==> src/rtl/core/assert_macros.svh <==
// Assertion macros shared by the scheduler RTL.
// No dependencies; included by the modules that carry assertions.
`ifndef ASSERT_MACROS_SVH
`define ASSERT_MACROS_SVH

// Clocked property check, disabled while reset is asserted.
`define MLFQ_ASSERT(label, clk, rst_n, prop, msg) \
	label: assert property (@(posedge clk) disable iff (!(rst_n)) (prop)) else $error(msg);

// Condition that must never be seen at a clock edge.
`define MLFQ_ASSERT_NEVER(label, clk, rst_n, cond, msg) \
	`MLFQ_ASSERT(label, clk, rst_n, !(cond), msg)

`endif

==> src/rtl/core/mlfq_pkg.sv <==
// Shared types, codes and defaults for the feedback queue scheduler.
// No dependencies; compiled first.
package mlfq_pkg;

	localparam int Q1_DEPTH_DEF = 10;
	localparam int Q2_DEPTH_DEF = 20;
	localparam int Q3_DEPTH_DEF = 30;
	localparam int NUM_QUEUES   = 3;

	localparam int CFG_IDX_W  = 4;
	localparam int CFG_DATA_W = 16;

	localparam logic [CFG_IDX_W-1:0] CFG_QUANTUM_FIRST  = CFG_IDX_W'(0);
	localparam logic [CFG_IDX_W-1:0] CFG_QUANTUM_SECOND = CFG_IDX_W'(1);

	localparam logic [15:0] QUANTUM_FIRST_RST  = 16'd8;
	localparam logic [15:0] QUANTUM_SECOND_RST = 16'd16;

	localparam logic REQ_ADMIT = 1'b0;
	localparam logic REQ_SCHED = 1'b1;

	localparam logic COIN_PREFER_ONE = 1'b0;

	localparam logic [1:0] QUEUE_ONE   = 2'd0;
	localparam logic [1:0] QUEUE_TWO   = 2'd1;
	localparam logic [1:0] QUEUE_THREE = 2'd2;

	typedef enum logic [2:0] {
		EV_ADMIT  = 3'd0,
		EV_REFUSE = 3'd1,
		EV_IDLE   = 3'd2,
		EV_DONE   = 3'd3,
		EV_TO_Q2  = 3'd4,
		EV_TO_Q1  = 3'd5,
		EV_TO_Q3  = 3'd6,
		EV_KILL   = 3'd7
	} event_t;

	typedef struct packed {
		logic [7:0]  id;
		logic [15:0] burst;
	} entry_t;

	typedef struct packed {
		logic        req_type;
		logic [7:0]  proc_id;
		logic [15:0] burst;
		logic [3:0]  draw;
		logic        coin;
	} req_item_t;

	typedef struct packed {
		logic [2:0]  event_res;
		logic [7:0]  served_id;
		logic [1:0]  from_queue;
		logic [31:0] start_time;
		logic [31:0] end_time;
		logic [15:0] left_burst;
		logic        all_empty;
	} rsp_item_t;

	typedef struct packed {
		logic capture;
		logic commit;
	} cmd_t;

	typedef struct packed {
		logic empty;
		logic full;
		logic single;
	} fifo_stat_t;

endpackage

==> src/rtl/core/mlfq_req_if.sv <==
// Request channel: admit or schedule beats into the scheduler.
// Depends on nothing but the clocking of the instantiating level.
interface mlfq_req_if;
	logic        valid;
	logic        ready;
	logic        req_type;
	logic [7:0]  proc_id;
	logic [15:0] burst;
	logic [3:0]  draw;
	logic        coin;

	modport source(output valid, req_type, proc_id, burst, draw, coin, input ready);
	modport sink(input valid, req_type, proc_id, burst, draw, coin, output ready);
endinterface

==> src/rtl/core/mlfq_rsp_if.sv <==
// Result channel: one event beat per request.
// Depends on nothing but the clocking of the instantiating level.
interface mlfq_rsp_if;
	logic        valid;
	logic        ready;
	logic [2:0]  event_res;
	logic [7:0]  served_id;
	logic [1:0]  from_queue;
	logic [31:0] start_time;
	logic [31:0] end_time;
	logic [15:0] left_burst;
	logic        all_empty;

	modport source(output valid, event_res, served_id, from_queue, start_time, end_time,
		left_burst, all_empty, input ready);
	modport sink(input valid, event_res, served_id, from_queue, start_time, end_time,
		left_burst, all_empty, output ready);
endinterface

==> src/rtl/core/mlfq_cfg_if.sv <==
// Configuration write channel: register index and write data.
// Depends on mlfq_pkg for field widths.
interface mlfq_cfg_if;
	logic                            valid;
	logic                            ready;
	logic [mlfq_pkg::CFG_IDX_W-1:0]  index;
	logic [mlfq_pkg::CFG_DATA_W-1:0] data;

	modport source(output valid, index, data, input ready);
	modport sink(input valid, index, data, output ready);
endinterface

==> src/rtl/core/multilevel_feedback_queue_scheduler_unit.sv <==
// Top level of the three-level feedback queue scheduler.
// Depends on mlfq_pkg, the channel interfaces, mlfq_ctrl, mlfq_dpath and mlfq_fifo.
//
// channel  dir   beat contents
// -------  ----  ---------------------------------------------------------
// req      in    req_type, proc_id, burst, draw, coin
// rsp      out   event_res, served_id, from_queue, start_time, end_time,
//                left_burst, all_empty
// cfg      in    index (0 quantum_first, 1 quantum_second), data
//
// For a request, the accept edge latches the beat and the queue heads, whose
// memories have a registered read port; a later edge commits it.
// A result sits in the output register; a new request is taken while it waits,
// and only the commit of that request stalls until the result is taken.
// Reset clears queue pointers, counts and time and loads the default quanta;
// queue memories are not cleared, entries are read only after being written.
// cfg is always ready and applies at its beat edge.
module multilevel_feedback_queue_scheduler_unit #(
	parameter int Q1_DEPTH = mlfq_pkg::Q1_DEPTH_DEF,
	parameter int Q2_DEPTH = mlfq_pkg::Q2_DEPTH_DEF,
	parameter int Q3_DEPTH = mlfq_pkg::Q3_DEPTH_DEF
) (
	input logic        clk,
	input logic        arst_n,
	mlfq_req_if.sink   req,
	mlfq_rsp_if.source rsp,
	mlfq_cfg_if.sink   cfg
);

	mlfq_pkg::cmd_t      cmd;
	mlfq_pkg::req_item_t req_item;
	mlfq_pkg::rsp_item_t rsp_item;

	// request beat packed for the item register
	assign req_item = '{
		req_type: req.req_type,
		proc_id:  req.proc_id,
		burst:    req.burst,
		draw:     req.draw,
		coin:     req.coin
	};

	// quantum writes never stall
	assign cfg.ready = 1'b1;

	// sequencer: accept, commit, result valid
	mlfq_ctrl u_ctrl (
		.clk       (clk),
		.arst_n    (arst_n),
		.req_valid (req.valid),
		.rsp_ready (rsp.ready),
		.req_ready (req.ready),
		.rsp_valid (rsp.valid),
		.cmd       (cmd)
	);

	// queues, time counter, quanta and result register
	mlfq_dpath #(
		.Q1_DEPTH(Q1_DEPTH),
		.Q2_DEPTH(Q2_DEPTH),
		.Q3_DEPTH(Q3_DEPTH)
	) u_dpath (
		.clk       (clk),
		.arst_n    (arst_n),
		.cmd       (cmd),
		.req_item  (req_item),
		.cfg_we    (cfg.valid && cfg.ready),
		.cfg_index (cfg.index),
		.cfg_data  (cfg.data),
		.rsp_item  (rsp_item)
	);

	assign rsp.event_res  = rsp_item.event_res;
	assign rsp.served_id  = rsp_item.served_id;
	assign rsp.from_queue = rsp_item.from_queue;
	assign rsp.start_time = rsp_item.start_time;
	assign rsp.end_time   = rsp_item.end_time;
	assign rsp.left_burst = rsp_item.left_burst;
	assign rsp.all_empty  = rsp_item.all_empty;

endmodule

==> src/rtl/core/mlfq_fifo.sv <==
// Circular queue of process entries with a registered head read.
// Depends on mlfq_pkg and assert_macros.svh.
`include "assert_macros.svh"

module mlfq_fifo #(
	parameter int DEPTH = mlfq_pkg::Q1_DEPTH_DEF
) (
	input  logic                 clk,
	input  logic                 arst_n,
	input  logic                 push,
	input  logic                 pop,
	input  mlfq_pkg::entry_t     wr_data,
	output mlfq_pkg::entry_t     rd_data,
	output mlfq_pkg::fifo_stat_t stat
);

	localparam int AW = (DEPTH > 1) ? $clog2(DEPTH) : 1;
	localparam int CW = $clog2(DEPTH + 1);

	mlfq_pkg::entry_t mem [DEPTH];
	mlfq_pkg::entry_t rd_q;

	logic [AW-1:0] head_q;
	logic [CW-1:0] cnt_q;
	logic [AW:0]   tail_sum;
	logic [AW:0]   tail_wrap;
	logic [AW-1:0] tail;

	assign tail_sum  = {1'b0, head_q} + (AW+1)'(cnt_q);
	assign tail_wrap = (tail_sum >= (AW+1)'(DEPTH)) ? tail_sum - (AW+1)'(DEPTH) : tail_sum;
	assign tail      = tail_wrap[AW-1:0];

	always_ff @(posedge clk) begin
		if (push) begin
			mem[tail] <= wr_data;
		end
		rd_q <= mem[head_q];
	end

	always_ff @(posedge clk or negedge arst_n) begin
		if (!arst_n) begin
			head_q <= '0;
			cnt_q  <= '0;
		end else begin
			if (pop) begin
				head_q <= (head_q == AW'(DEPTH - 1)) ? '0 : head_q + 1'b1;
			end
			case ({push, pop})
				2'b10:   cnt_q <= cnt_q + 1'b1;
				2'b01:   cnt_q <= cnt_q - 1'b1;
				default: cnt_q <= cnt_q;
			endcase
		end
	end

	assign rd_data     = rd_q;
	assign stat.empty  = (cnt_q == '0);
	assign stat.full   = (cnt_q == CW'(DEPTH));
	assign stat.single = (cnt_q == CW'(1));

	`MLFQ_ASSERT_NEVER(a_push_when_full, clk, arst_n, push && stat.full, "push into full queue")
	`MLFQ_ASSERT_NEVER(a_pop_when_empty, clk, arst_n, pop && stat.empty, "pop from empty queue")

endmodule

==> src/rtl/core/mlfq_dpath.sv <==
// Scheduler datapath: item register, three queues, time counter, quanta, result register.
// Depends on mlfq_pkg and mlfq_fifo.
module mlfq_dpath #(
	parameter int Q1_DEPTH = mlfq_pkg::Q1_DEPTH_DEF,
	parameter int Q2_DEPTH = mlfq_pkg::Q2_DEPTH_DEF,
	parameter int Q3_DEPTH = mlfq_pkg::Q3_DEPTH_DEF
) (
	input  logic                            clk,
	input  logic                            arst_n,
	input  mlfq_pkg::cmd_t                  cmd,
	input  mlfq_pkg::req_item_t             req_item,
	input  logic                            cfg_we,
	input  logic [mlfq_pkg::CFG_IDX_W-1:0]  cfg_index,
	input  logic [mlfq_pkg::CFG_DATA_W-1:0] cfg_data,
	output mlfq_pkg::rsp_item_t             rsp_item
);

	mlfq_pkg::req_item_t  item_q;
	mlfq_pkg::rsp_item_t  rsp_q;
	logic [31:0]          time_q;
	logic [15:0]          quantum_first_q;
	logic [15:0]          quantum_second_q;

	mlfq_pkg::fifo_stat_t stat [mlfq_pkg::NUM_QUEUES];
	mlfq_pkg::entry_t     head [mlfq_pkg::NUM_QUEUES];
	mlfq_pkg::entry_t     push_data;
	mlfq_pkg::entry_t     sel_e;
	logic [2:0]           push_v;
	logic [2:0]           pop_v;
	logic [2:0]           left_empty;

	logic [1:0]           qsel;
	logic                 qvalid;
	logic [15:0]          quant;
	mlfq_pkg::event_t     ev;
	logic [7:0]           sid;
	logic [1:0]           fq;
	logic [15:0]          left;
	logic [31:0]          t_end;

	always_comb begin
		qsel   = mlfq_pkg::QUEUE_ONE;
		qvalid = 1'b0;
		case (item_q.draw) inside
			[4'd1:4'd5]:  begin qsel = mlfq_pkg::QUEUE_ONE;   qvalid = 1'b1; end
			[4'd6:4'd8]:  begin qsel = mlfq_pkg::QUEUE_TWO;   qvalid = 1'b1; end
			[4'd9:4'd10]: begin qsel = mlfq_pkg::QUEUE_THREE; qvalid = 1'b1; end
			default:      begin qsel = mlfq_pkg::QUEUE_ONE;   qvalid = 1'b0; end
		endcase
	end

	always_comb begin
		ev     = mlfq_pkg::EV_IDLE;
		sid    = '0;
		fq     = mlfq_pkg::QUEUE_ONE;
		left   = '0;
		t_end  = time_q;
		push_v = '0;
		pop_v  = '0;
		sel_e  = head[qsel];
		quant  = (qsel == mlfq_pkg::QUEUE_ONE) ? quantum_first_q : quantum_second_q;
		if (item_q.req_type == mlfq_pkg::REQ_ADMIT) begin
			sid  = item_q.proc_id;
			left = item_q.burst;
			if (!stat[0].full) begin
				push_v[0] = 1'b1;
				ev        = mlfq_pkg::EV_ADMIT;
			end else begin
				ev = mlfq_pkg::EV_REFUSE;
			end
		end else if (qvalid && !stat[qsel].empty) begin
			pop_v[qsel] = 1'b1;
			sid         = sel_e.id;
			fq          = qsel;
			if (qsel == mlfq_pkg::QUEUE_THREE || sel_e.burst <= quant) begin
				t_end = time_q + 32'(sel_e.burst);
				ev    = mlfq_pkg::EV_DONE;
			end else begin
				t_end = time_q + 32'(quant);
				left  = sel_e.burst - quant;
				if (qsel == mlfq_pkg::QUEUE_ONE) begin
					if (!stat[1].full) begin
						push_v[1] = 1'b1;
						ev        = mlfq_pkg::EV_TO_Q2;
					end else begin
						ev = mlfq_pkg::EV_KILL;
					end
				end else if (item_q.coin == mlfq_pkg::COIN_PREFER_ONE) begin
					if (!stat[0].full) begin
						push_v[0] = 1'b1;
						ev        = mlfq_pkg::EV_TO_Q1;
					end else if (!stat[2].full) begin
						push_v[2] = 1'b1;
						ev        = mlfq_pkg::EV_TO_Q3;
					end else begin
						ev = mlfq_pkg::EV_KILL;
					end
				end else begin
					if (!stat[2].full) begin
						push_v[2] = 1'b1;
						ev        = mlfq_pkg::EV_TO_Q3;
					end else if (!stat[0].full) begin
						push_v[0] = 1'b1;
						ev        = mlfq_pkg::EV_TO_Q1;
					end else begin
						ev = mlfq_pkg::EV_KILL;
					end
				end
			end
		end
		// admit stores the request fields, a move stores the served id and remainder
		push_data = '{id: sid, burst: left};
	end

	// occupancy after this step
	always_comb begin
		for (int i = 0; i < mlfq_pkg::NUM_QUEUES; i++) begin
			left_empty[i] = !push_v[i] && (stat[i].empty || (stat[i].single && pop_v[i]));
		end
	end

	mlfq_fifo #(.DEPTH(Q1_DEPTH)) u_q1 (
		.clk(clk), .arst_n(arst_n),
		.push(cmd.commit && push_v[0]), .pop(cmd.commit && pop_v[0]),
		.wr_data(push_data), .rd_data(head[0]), .stat(stat[0])
	);

	mlfq_fifo #(.DEPTH(Q2_DEPTH)) u_q2 (
		.clk(clk), .arst_n(arst_n),
		.push(cmd.commit && push_v[1]), .pop(cmd.commit && pop_v[1]),
		.wr_data(push_data), .rd_data(head[1]), .stat(stat[1])
	);

	mlfq_fifo #(.DEPTH(Q3_DEPTH)) u_q3 (
		.clk(clk), .arst_n(arst_n),
		.push(cmd.commit && push_v[2]), .pop(cmd.commit && pop_v[2]),
		.wr_data(push_data), .rd_data(head[2]), .stat(stat[2])
	);

	always_ff @(posedge clk) begin
		if (cmd.capture) begin
			item_q <= req_item;
		end
		if (cmd.commit) begin
			rsp_q.event_res  <= ev;
			rsp_q.served_id  <= sid;
			rsp_q.from_queue <= fq;
			rsp_q.start_time <= time_q;
			rsp_q.end_time   <= t_end;
			rsp_q.left_burst <= left;
			rsp_q.all_empty  <= &left_empty;
		end
	end

	always_ff @(posedge clk or negedge arst_n) begin
		if (!arst_n) begin
			time_q           <= '0;
			quantum_first_q  <= mlfq_pkg::QUANTUM_FIRST_RST;
			quantum_second_q <= mlfq_pkg::QUANTUM_SECOND_RST;
		end else begin
			if (cmd.commit) begin
				time_q <= t_end;
			end
			if (cfg_we) begin
				unique case (cfg_index)
					mlfq_pkg::CFG_QUANTUM_FIRST:  quantum_first_q  <= cfg_data;
					mlfq_pkg::CFG_QUANTUM_SECOND: quantum_second_q <= cfg_data;
					default: ;
				endcase
			end
		end
	end

	assign rsp_item = rsp_q;

endmodule

==> src/rtl/core/mlfq_ctrl.sv <==
// Scheduler controller: two-state sequencer and result valid flag.
// Depends on mlfq_pkg and assert_macros.svh.
`include "assert_macros.svh"

module mlfq_ctrl (
	input  logic           clk,
	input  logic           arst_n,
	input  logic           req_valid,
	input  logic           rsp_ready,
	output logic           req_ready,
	output logic           rsp_valid,
	output mlfq_pkg::cmd_t cmd
);

	typedef enum logic [1:0] {
		ST_IDLE = 2'b01,
		ST_EXEC = 2'b10
	} state_t;

	state_t state_q, state_d;
	logic   rsp_valid_q;
	logic   commit;

	// EXEC may finish once the result register is empty or draining this cycle
	assign commit    = (state_q == ST_EXEC) && (!rsp_valid_q || rsp_ready);
	assign req_ready = (state_q == ST_IDLE);

	always_comb begin
		state_d = state_q;
		unique case (state_q)
			ST_IDLE: if (req_valid) state_d = ST_EXEC;
			ST_EXEC: if (commit) state_d = ST_IDLE;
			default: state_d = ST_IDLE;
		endcase
	end

	always_ff @(posedge clk or negedge arst_n) begin
		if (!arst_n) begin
			state_q     <= ST_IDLE;
			rsp_valid_q <= 1'b0;
		end else begin
			state_q <= state_d;
			if (commit) begin
				rsp_valid_q <= 1'b1;
			end else if (rsp_ready) begin
				rsp_valid_q <= 1'b0;
			end
		end
	end

	assign cmd.capture = req_valid && req_ready;
	assign cmd.commit  = commit;
	assign rsp_valid   = rsp_valid_q;

	`MLFQ_ASSERT(a_commit_gives_valid, clk, arst_n, cmd.commit |=> rsp_valid, "result lost")
	`MLFQ_ASSERT(a_capture_blocks, clk, arst_n, cmd.capture |=> !req_ready, "accepted while busy")
	`MLFQ_ASSERT(a_commit_frees, clk, arst_n, cmd.commit |=> req_ready, "not idle after commit")

endmodule

==> src/flat_wrapper.sv <==
// flat-port wrapper written by rule: the top's interface ports become plain ports
module multilevel_feedback_queue_scheduler_unit_flat 
#(
	parameter int Q1_DEPTH = mlfq_pkg::Q1_DEPTH_DEF,
	parameter int Q2_DEPTH = mlfq_pkg::Q2_DEPTH_DEF,
	parameter int Q3_DEPTH = mlfq_pkg::Q3_DEPTH_DEF
)
  (clk, arst_n, req_valid, req_req_type, req_proc_id, req_burst, req_draw, req_coin, req_ready, rsp_valid, rsp_event_res, rsp_served_id, rsp_from_queue, rsp_start_time, rsp_end_time, rsp_left_burst, rsp_all_empty, rsp_ready, cfg_valid, cfg_index, cfg_data, cfg_ready);
  mlfq_req_if req_i ();
  mlfq_rsp_if rsp_i ();
  mlfq_cfg_if cfg_i ();
  input logic clk;
  input logic arst_n;
  input wire logic [$bits(req_i.valid)-1:0] req_valid;
  input wire logic [$bits(req_i.req_type)-1:0] req_req_type;
  input wire logic [$bits(req_i.proc_id)-1:0] req_proc_id;
  input wire logic [$bits(req_i.burst)-1:0] req_burst;
  input wire logic [$bits(req_i.draw)-1:0] req_draw;
  input wire logic [$bits(req_i.coin)-1:0] req_coin;
  output wire logic [$bits(req_i.ready)-1:0] req_ready;
  output wire logic [$bits(rsp_i.valid)-1:0] rsp_valid;
  output wire logic [$bits(rsp_i.event_res)-1:0] rsp_event_res;
  output wire logic [$bits(rsp_i.served_id)-1:0] rsp_served_id;
  output wire logic [$bits(rsp_i.from_queue)-1:0] rsp_from_queue;
  output wire logic [$bits(rsp_i.start_time)-1:0] rsp_start_time;
  output wire logic [$bits(rsp_i.end_time)-1:0] rsp_end_time;
  output wire logic [$bits(rsp_i.left_burst)-1:0] rsp_left_burst;
  output wire logic [$bits(rsp_i.all_empty)-1:0] rsp_all_empty;
  input wire logic [$bits(rsp_i.ready)-1:0] rsp_ready;
  input wire logic [$bits(cfg_i.valid)-1:0] cfg_valid;
  input wire logic [$bits(cfg_i.index)-1:0] cfg_index;
  input wire logic [$bits(cfg_i.data)-1:0] cfg_data;
  output wire logic [$bits(cfg_i.ready)-1:0] cfg_ready;
  assign req_i.valid = req_valid;
  assign req_i.req_type = req_req_type;
  assign req_i.proc_id = req_proc_id;
  assign req_i.burst = req_burst;
  assign req_i.draw = req_draw;
  assign req_i.coin = req_coin;
  assign req_ready = req_i.ready;
  assign rsp_valid = rsp_i.valid;
  assign rsp_event_res = rsp_i.event_res;
  assign rsp_served_id = rsp_i.served_id;
  assign rsp_from_queue = rsp_i.from_queue;
  assign rsp_start_time = rsp_i.start_time;
  assign rsp_end_time = rsp_i.end_time;
  assign rsp_left_burst = rsp_i.left_burst;
  assign rsp_all_empty = rsp_i.all_empty;
  assign rsp_i.ready = rsp_ready;
  assign cfg_i.valid = cfg_valid;
  assign cfg_i.index = cfg_index;
  assign cfg_i.data = cfg_data;
  assign cfg_ready = cfg_i.ready;
  multilevel_feedback_queue_scheduler_unit #(.Q1_DEPTH(Q1_DEPTH), .Q2_DEPTH(Q2_DEPTH), .Q3_DEPTH(Q3_DEPTH)) u_core (.clk(clk), .arst_n(arst_n), .req(req_i), .rsp(rsp_i), .cfg(cfg_i));
endmodule
==> config.mk <==
export PLATFORM = sky130hd
export DESIGN_NAME = multilevel_feedback_queue_scheduler_unit_flat
export DESIGN_NICKNAME = d
export VERILOG_FILES = /design/src/rtl/core/mlfq_pkg.sv /design/src/rtl/core/mlfq_req_if.sv /design/src/rtl/core/mlfq_rsp_if.sv /design/src/rtl/core/mlfq_cfg_if.sv /design/src/rtl/core/multilevel_feedback_queue_scheduler_unit.sv /design/src/rtl/core/mlfq_fifo.sv /design/src/rtl/core/mlfq_dpath.sv /design/src/rtl/core/mlfq_ctrl.sv /design/src/flat_wrapper.sv
export VERILOG_INCLUDE_DIRS = /design/src /design/src/rtl/core
export SDC_FILE = /design/constraint.sdc
export NUM_CORES = 2
export LEC_CHECK = 0
export BUFFER_PORTS_ARGS = -buffer_cell sky130_fd_sc_hd__buf_2
export CAP_MARGIN = 40
export CORE_ASPECT_RATIO = 0.75
export CORE_UTILIZATION = 45
export DETAILED_ROUTE_END_ITERATION = 6
export PLACE_DENSITY = 0.68
export SYNTH_ARGS = -nofsm -noshare
export SYNTH_HDL_FRONTEND = slang
export SYNTH_HIERARCHICAL = 1
export SYNTH_SLANG_ARGS = --single-unit
==> constraint.sdc <==
create_clock -name clk -period 8.65 [get_ports clk]
set_clock_uncertainty 0.15 [all_clocks]
set_input_delay 0.4325 -clock clk [delete_from_list [all_inputs] [get_ports clk]]
set_output_delay 0.4325 -clock clk [all_outputs]
set_load 0.02 [all_outputs]
# == Word level (Yosys, flattened, before mapping) ==
# Memories as Yosys holds them, arrays and structs flattened. A register that Yosys moved wholly into a read port is not among the register bits.
# Index checks and enable logic that the tools add are counted.
# op_classes
add_sub_neg,18
magnitude_cmp,13
eq_ne,21
muxes,70
n_bitwise,1
n_reduce_logical,43
# op_table
op,n
$mux 32,3
$add 32x16->32,2
$mux 16,4
$bmux 24 s2,1
$mux 24,2
$mux 3,12
$mux 1,25
$add 5x1->5 const B,4
$eq 5x5->1 const B,4
$mux 5,4
$pmux 5 s2,2
$logic_and 1x1->1,19
$mux 2,9
$le 16x16->1,1
$mux 8,2
$sub 16x16->16,1
$add 5x5->6,2
$ge 6x5->1 const B,2
$eq 2x2->1 const B,5
$eq 5x1->1 const B,2
$logic_not 5->1,2
$sub 5x1->5 const B,2
$sub 5x5->5 const B,2
$add 4x1->4 const B,2
other kinds (29),52
# word_totals
regBits,219
ram_bits,1440
mem_count,3
# mem_list
memory,words,width,rd,rd_ports_with_merged_regs,write_ports,line,source
u_core.u_dpath.u_q3.mem,30,24,1,1,1,mlfq_fifo.sv:20,mlfq_pkg::entry_t mem [DEPTH];
u_core.u_dpath.u_q2.mem,20,24,1,1,1,mlfq_fifo.sv:20,
u_core.u_dpath.u_q1.mem,10,24,1,1,1,mlfq_fifo.sv:20,

# == Depth between registers and ports, before layout ==
# logic_depth
ltp_word,17
depth_mapped,25

# == By module ==
# The synthesis kept the hierarchy.
# modules_own_cells
mod,n_inst,cells_each,area_each_um2,seq_area_each_um2
mlfq_fifo (u_core.u_dpath.u_q3),1,1243,29155.5,22351.4
mlfq_fifo (u_core.u_dpath.u_q2),1,936,19849.0,15144.5
mlfq_fifo (u_core.u_dpath.u_q1),1,532,10442.5,7887.6
mlfq_dpath,1,832,10085.9,5327.6
mlfq_ctrl,1,12,137.6,76.3
multilevel_feedback_queue_scheduler_unit,1,2,11.3,0.0

# == Worst setup path before layout ==
# No wires, ideal clock.
# synth_path
path_type,register -> register
from,register u_core/u_dpath/item_q[3] (netlist bit)
to,register u_core/u_dpath/rsp_item[15] (netlist name)
setup_time_ps,705
arrival_ps,5667
required_ps,7795
setup_slack_ps,2128
stages_incl_launch_ff,13
n_path_buf,1
synth_period_minus_slack_ps,6522
path_cell_list,edfxtp_1 and3b_1 a21oi_1 buf_4 mux2_2 ha_1 fa_1 nor2b_1 o31ai_2 a22oi_2 a221o_2 nand3_4 o32ai_1
# synth_via
elab_chain_len,14
word_cells_on_any_way,33
cone_classes,add/sub (1); order compare (7); eq/ne (1); mux (16); bitwise (1); reduce/logical (7)
# synth_lines
item,line,source
from (decl),mlfq_dpath.sv:18,mlfq_pkg::req_item_t item_q;
from (signal assigned),mlfq_dpath.sv:142,item_q <= req_item;
$ge 4x4->1 (no line) / $le 4x4->1 (equally long branches),-,
$logic_and 1x1->1 (no line),-,
$mux 2 (3 in series),mlfq_dpath.sv:44,case (item_q.draw) inside
$not 2->3 (implied by the code),"mlfq_dpath.sv:60, mlfq_dpath.sv:71",
$bmux 24 s2,mlfq_dpath.sv:60,sel_e = head[qsel];
$mux 24 (implied by the code) (2 in series),mlfq_dpath.sv:60,
$le 16x16->1,mlfq_dpath.sv:75,if (qsel == mlfq_pkg::QUEUE_THREE || sel_e.burst <= quant) begin
$logic_or 1x1->1,mlfq_dpath.sv:75,
$mux 16,mlfq_dpath.sv:75,
$mux 16 *,mlfq_dpath.sv:71,end else if (qvalid && !stat[qsel].empty) begin
$mux 16 *,mlfq_dpath.sv:62,if (item_q.req_type == mlfq_pkg::REQ_ADMIT) begin
named net u_core.u_dpath.left[14],mlfq_dpath.sv:38,logic [15:0] left;
# The timed path passes the listed nets; every way through them passes the cells marked *. The select of a mux whose other input is x is not followed.
# A chain may end at the register's enable or synchronous reset.

# == Worst setup path after layout ==
# layout_path
from,register u_core/u_dpath/item_q[3] (netlist bit)
to,register u_core/u_dpath/rsp_item[39] (netlist name)
# layout_via
elab_chain_len,14
word_cells_on_any_way,34
cone_classes,add/sub (2); order compare (7); eq/ne (1); mux (16); bitwise (1); reduce/logical (7)
# layout_lines
item,line,source
"parallel branches: the longest is 12 deep, another holds $add 32x16->32",-,
$mux 32 *,mlfq_dpath.sv:71,
$mux 32 *,mlfq_dpath.sv:62,
named net u_core.u_dpath.t_end[22],mlfq_dpath.sv:39,logic [31:0] t_end;
# Mark *: on every way through the listed nets, which the timed path passes. The select of a mux whose other input is x is not followed.

==> load_flow_metrics.sql <==
INSERT INTO impl_metrics (metric_group, metric, value, unit) VALUES
('logic_synthesis', 'seq_area_frac_synth', '72.88', '%'),
('power_and_ir_drop', 'max-vdd-ir-drop', '0.0002077', 'V'),
('detailed_routing', 'drc_errors', '0', ''),
('min_path', 'min-delay-path-class', 'in -> reg', ''),
('clocking', 'insertion_delay', '0.79', 'ns'),
('clocking', 'clock_tree.htree_level_count', '4', ''),
('timing', 'setup_tns_final', '0', 'ns'),
('logic_synthesis', 'post_synth_inst_count', '3557', ''),
('logic_synthesis', 'ys_types', '108', ''),
('outcome', 'run_status', 'finished, violations left', ''),
('logic_synthesis', 'postSynth.asyncResetShare', '5.488', '%'),
('setup_path', 'critical_path_arrival', '7.34', 'ns'),
('placed_design', 'port-buffer-count', '150', ''),
('clocking', 'post_cts_resized', '0', ''),
('global_routing', 'grt_antenna_before_repair', '6', ''),
('timing', 'max-slew-margin-rel', '37.23', '%'),
('global_routing', 'grt.met2_usage', '31.05', '%'),
('global_routing', 'globalRouteMet3Util', '5.004', '%'),
('detailed_routing', 'final_antenna_net_count', '1', ''),
('placed_design', 'final_replace_weighted_congestion', '0.9184', ''),
('floorplanning', 'initial_core_utilization', '45.55', '%'),
('detailed_routing', 'first_pass_iters', '6', ''),
('timing', 'clock.fmax', '143.6', 'MHz'),
('timing', 'rsz_0062_raised_after_global_routing', 'false', ''),
('layout', 'fin_nets', '4005', ''),
('global_routing', 'grt_util_met1', '32.72', '%'),
('logic_synthesis', 'synth.ff_latch_count', '1731', ''),
('setup_path', 'nature_of_the_critical_path_startpoint', 'register', ''),
('floorplanning', 'core_region_area', '153000', 'µm²'),
('clocking', 'clock_tree_from_tritoncts', 'built', ''),
('logic_synthesis', 'syn_nets', '3687', ''),
('detailed_routing', 'detailedRoute.firstIterationViolations', '4273', ''),
('timing', 'final.min_clock_period', '6.962', 'ns'),
('logic_synthesis', 'synthesis.area_per_instance', '19.59', 'µm²'),
('placed_design', 'dp_hpwl', '101100', 'µm'),
('logic_synthesis', 'synth_enable_flop_cells', '1564', ''),
('flow_run', 'count_of_max_cap_constraint_violations', '0', ''),
('floorplanning', 'std_cell_rows', '124', ''),
('setup_path', 'cp_data_required_time', '9.03', 'ns'),
('timing', 'max_slew.worst_pin.slew', '0.9416', 'ns'),
('power_and_ir_drop', 'power_per_unit_of_standard_cell_area', '275.5', 'nW/µm²'),
('floorplanning', 'overall_die_height', '342.8', 'µm'),
('global_routing', 'grt_pass1_vias', '34710', ''),
('clocking', 'root_buffer', 'clkbuf_16', ''),
('clocking', 'number_of_buffers_added_by_the_clock_tree_synthesis_step', '157', ''),
('setup_path', 'setup.worst_path.class', 'reg -> reg', ''),
('detailed_routing', 'detail_route.wl_per_cell', '27.94', 'µm'),
('floorplanning', 'floorplan.io_pins', '152', ''),
('floorplanning', 'die_w', '456.4', 'µm'),
('power_and_ir_drop', 'p_leak', '26.76', 'nW'),
('global_routing', 'global_route_wire_length_before_repair', '242500', 'µm'),
('floorplanning', 'design.die.area', '156400', 'µm²'),
('global_routing', 'grt_busiest_layer', 'met1', ''),
('timing', 'report.final.slew_viol_count', '0', ''),
('layout', 'layout-drive-gt1-share', '29.77', '%'),
('global_routing', 'grt_max_degree', '104', ''),
('global_routing', 'grt_total_usage', '21.46', '%'),
('layout', 'syn2layout_area_growth', '14.09', '%'),
('setup_path', 'path_max_fanout', '20', ''),
('timing', 'setup_viol_count_final', '0', ''),
('logic_synthesis', 'synth_flop_cell', 'edfxtp_1', ''),
('layout', 'stdcell_area', '79500', 'µm²'),
('detailed_routing', 'via_per_inst', '5.922', ''),
('clocking', 'clock_tree.buffer_depth', '3', ''),
('logic_synthesis', 'synth_area', '69680', 'µm²'),
('setup_path', 'end_kind', 'register', ''),
('detailed_routing', 'routed_wire_length', '168600', 'µm'),
('logic_synthesis', 'ys_warn_count', '6', ''),
('placed_design', 'placed_cell_area', '73860', 'µm²'),
('clocking', 'clkSlewWorstSetupHoldPaths', '0.07', 'ns'),
('detailed_routing', 'routed-via-count', '35740', ''),
('global_routing', 'grt_remaining_overflow', '0', ''),
('outcome', 'failed_checks', 'antenna rules', ''),
('timing', 'post_route_clock_period_utilization', '80.49', '%'),
('clocking', 'cts_sinks', '1731', ''),
('timing', 'count_of_final_hold_check_violations', '0', '');
report_power, final:
group	switching, W	internal [W]	total, W
Clock	0.00308	0.00379	0.00688
Sequential	0.000360	0.00983	0.0102
Combinational	0.00298	0.00185	0.00483
cells in the mapped netlist, types with 7 or more instances:
cell	instances	area share (%)
o22ai_1	34	0.31
dfxtp_1	72	2.1
a22o_1	16	0.20
inv_1	61	0.33
and2_1	13	0.12
nor2b_1	38	0.34
nand3_1	44	0.32
nand4_1	16	0.14
xnor2_1	37	0.47
mux4_2	384	12
a211oi_1	33	0.36
nor3b_1	9	0.097
mux2i_1	68	0.98
nand4b_1	8	0.10
edfxtp_1	1564	67
and3_1	17	0.15
mux2_2	152	2.5
o21ai_0	75	0.54
nand2b_1	11	0.099
a21o_1	24	0.26
clkbuf_1	85	0.46
and4_1	7	0.088
nand2_1	72	0.39
buf_4	17	0.18
xor2_1	41	0.52
nor2_1	113	0.61
buf_6	9	0.15
o211ai_1	12	0.13
nor3_1	31	0.22
a21oi_1	120	0.86
nor4_1	8	0.072
dfrtp_1	92	3.3
buf_2	45	0.32
buf_1	13	0.070
ha_1	70	1.3
layer usage:
layer	routed length, µm	up-vias
met5	24	-
met4	3732	4
met3	15800	239
met2	74200	1520
met1	74840	18800
li1	-	15180
registers in the layout, summed over array words and instances (netlist names), 16 cells and up:
signal                           cells
u_core/u_dpath/u_q1/mem            240
u_core/u_dpath/u_q2/rd_data         24
u_core/u_dpath/u_q1/rd_data         24
u_core/u_dpath/u_q3/rd_data         24
u_core/u_dpath/rsp_item             94
u_core/u_dpath/u_q2/mem            480
u_core/u_dpath/time_q               32
u_core/u_dpath/u_q3/mem            720
u_core/u_dpath/quantum_first_q      16
u_core/u_dpath/quantum_second_q     16
u_core/u_dpath/item_q               30
layout make-up:
cell class / instances / area, µm²
flip-flops and latches: 1731 / 50820
inverters: 63 / 239.0
diodes: 11 / 27.53
clock buffers: 210 / 4238
repair buffers: 333 / 2605
fillers: 11800 / 73480
well taps: 2016 / 2522
multi-input cells: 1589 / 18190
clock inverters: 82 / 855.8
cell usage in the layout (no fill, tap or decap), types with 26 or more instances in the layout:
cell,synthesis,layout
edfxtp_1,1564,1564
ha_1,70,70
clkbuf_16,0,157
xnor2_1,37,37
a21oi_1,120,107
mux2i_1,68,68
inv_1,61,61
nor2b_1,38,37
clkbuf_1,85,42
dfxtp_1,72,72
buf_2,45,150
nand3_1,44,44
mux4_2,384,384
buf_4,17,109
dfrtp_1,92,81
dlygate4sd3_1,0,52
o22ai_1,34,26
xor2_1,41,41
nand2_1,72,72
nor2_1,113,83
clkinv_1,1,26
o21ai_0,75,75
mux2_2,152,152
a211oi_1,33,33
clkinv_2,0,26
repair_timing:
| action | 4_1_cts | 5_1_grt |
|---|---|---|
| setup buffers | 0 | 0 |
| endpoints found under the hold margin | 100 | 0 |
| hold buffers | 52 | 0 |
kinds of logic after synthesis:
logic type | count (synthesis) | share of synthesized area [%]
compound gates | 395 | 3.810
xor+xnor | 81 | 1.068
fa+ha+maj | 76 | 1.417
buf+inv | 237 | 1.612
flops | 1731 | 72.88
mux | 604 | 15.84
other cells | 1 | 0.005382
simple gates | 432 | 3.358
critical path, stage by stage, from the launching register on:
cell and delay, ns:
edfxtp_1 0.54, and3b_1 0.30, a21oi_4 0.61, buf_4 0.36
mux2i_1 0.10, nand2_1 0.07, o21ai_0 0.14, ha_1 0.28
fa_1 0.41, nor2b_1 0.19, o31ai_2 0.13, a22oi_2 0.35
a221o_2 0.31, nand2_2 0.24, o21ai_0 0.74, ha_1 0.43
a21o_1 0.25, a21o_1 0.19, a21oi_1 0.16, and4_1 0.27
buf_8 0.21, nor3_1 0.08, xor2_1 0.16
final timing paths:
| kind | startpoint | endpoint | slack [ns] | depth (start not counted) |
|---|---|---|---|---|
| min in group asynchronous | arst_n | u_core/u_dpath/time_q[30] | 0.50 | 3 |
| max in group asynchronous | arst_n | u_core/u_dpath/u_q2/head_q[0] | 6.28 | 4 |
| min reg2reg | u_core/u_dpath/quantum_second_q[7] | u_core/u_dpath/quantum_second_q[7] | 0.36 | 1 |
| min | cfg_index[0] | u_core/u_dpath/quantum_second_q[4] | 0.16 | 4 |
| max | u_core/u_dpath/item_q[3] | u_core/u_dpath/rsp_item[39] | 1.69 | 22 |
| max reg2reg | u_core/u_dpath/item_q[3] | u_core/u_dpath/rsp_item[39] | 1.69 | 22 |
per-stage QoR:
stage	util, %	instances	total power, W	hold slack [ns]	setup WS (ns)
after floorplan	-	3557	0.01345	-0.01309	2.128
after global placement	47.94	5655	0.01498	0.2932	1.535
after detailed placement	48.28	5680	0.01511	0.2894	1.883
after CTS	51.95	6024	0.02198	0.1158	1.840
after global routing	51.95	6025	0.02270	0.1565	1.304
final	51.97	6035	0.02190	0.1588	1.688
No activity file was read; power rests on OpenSTA's default activity.
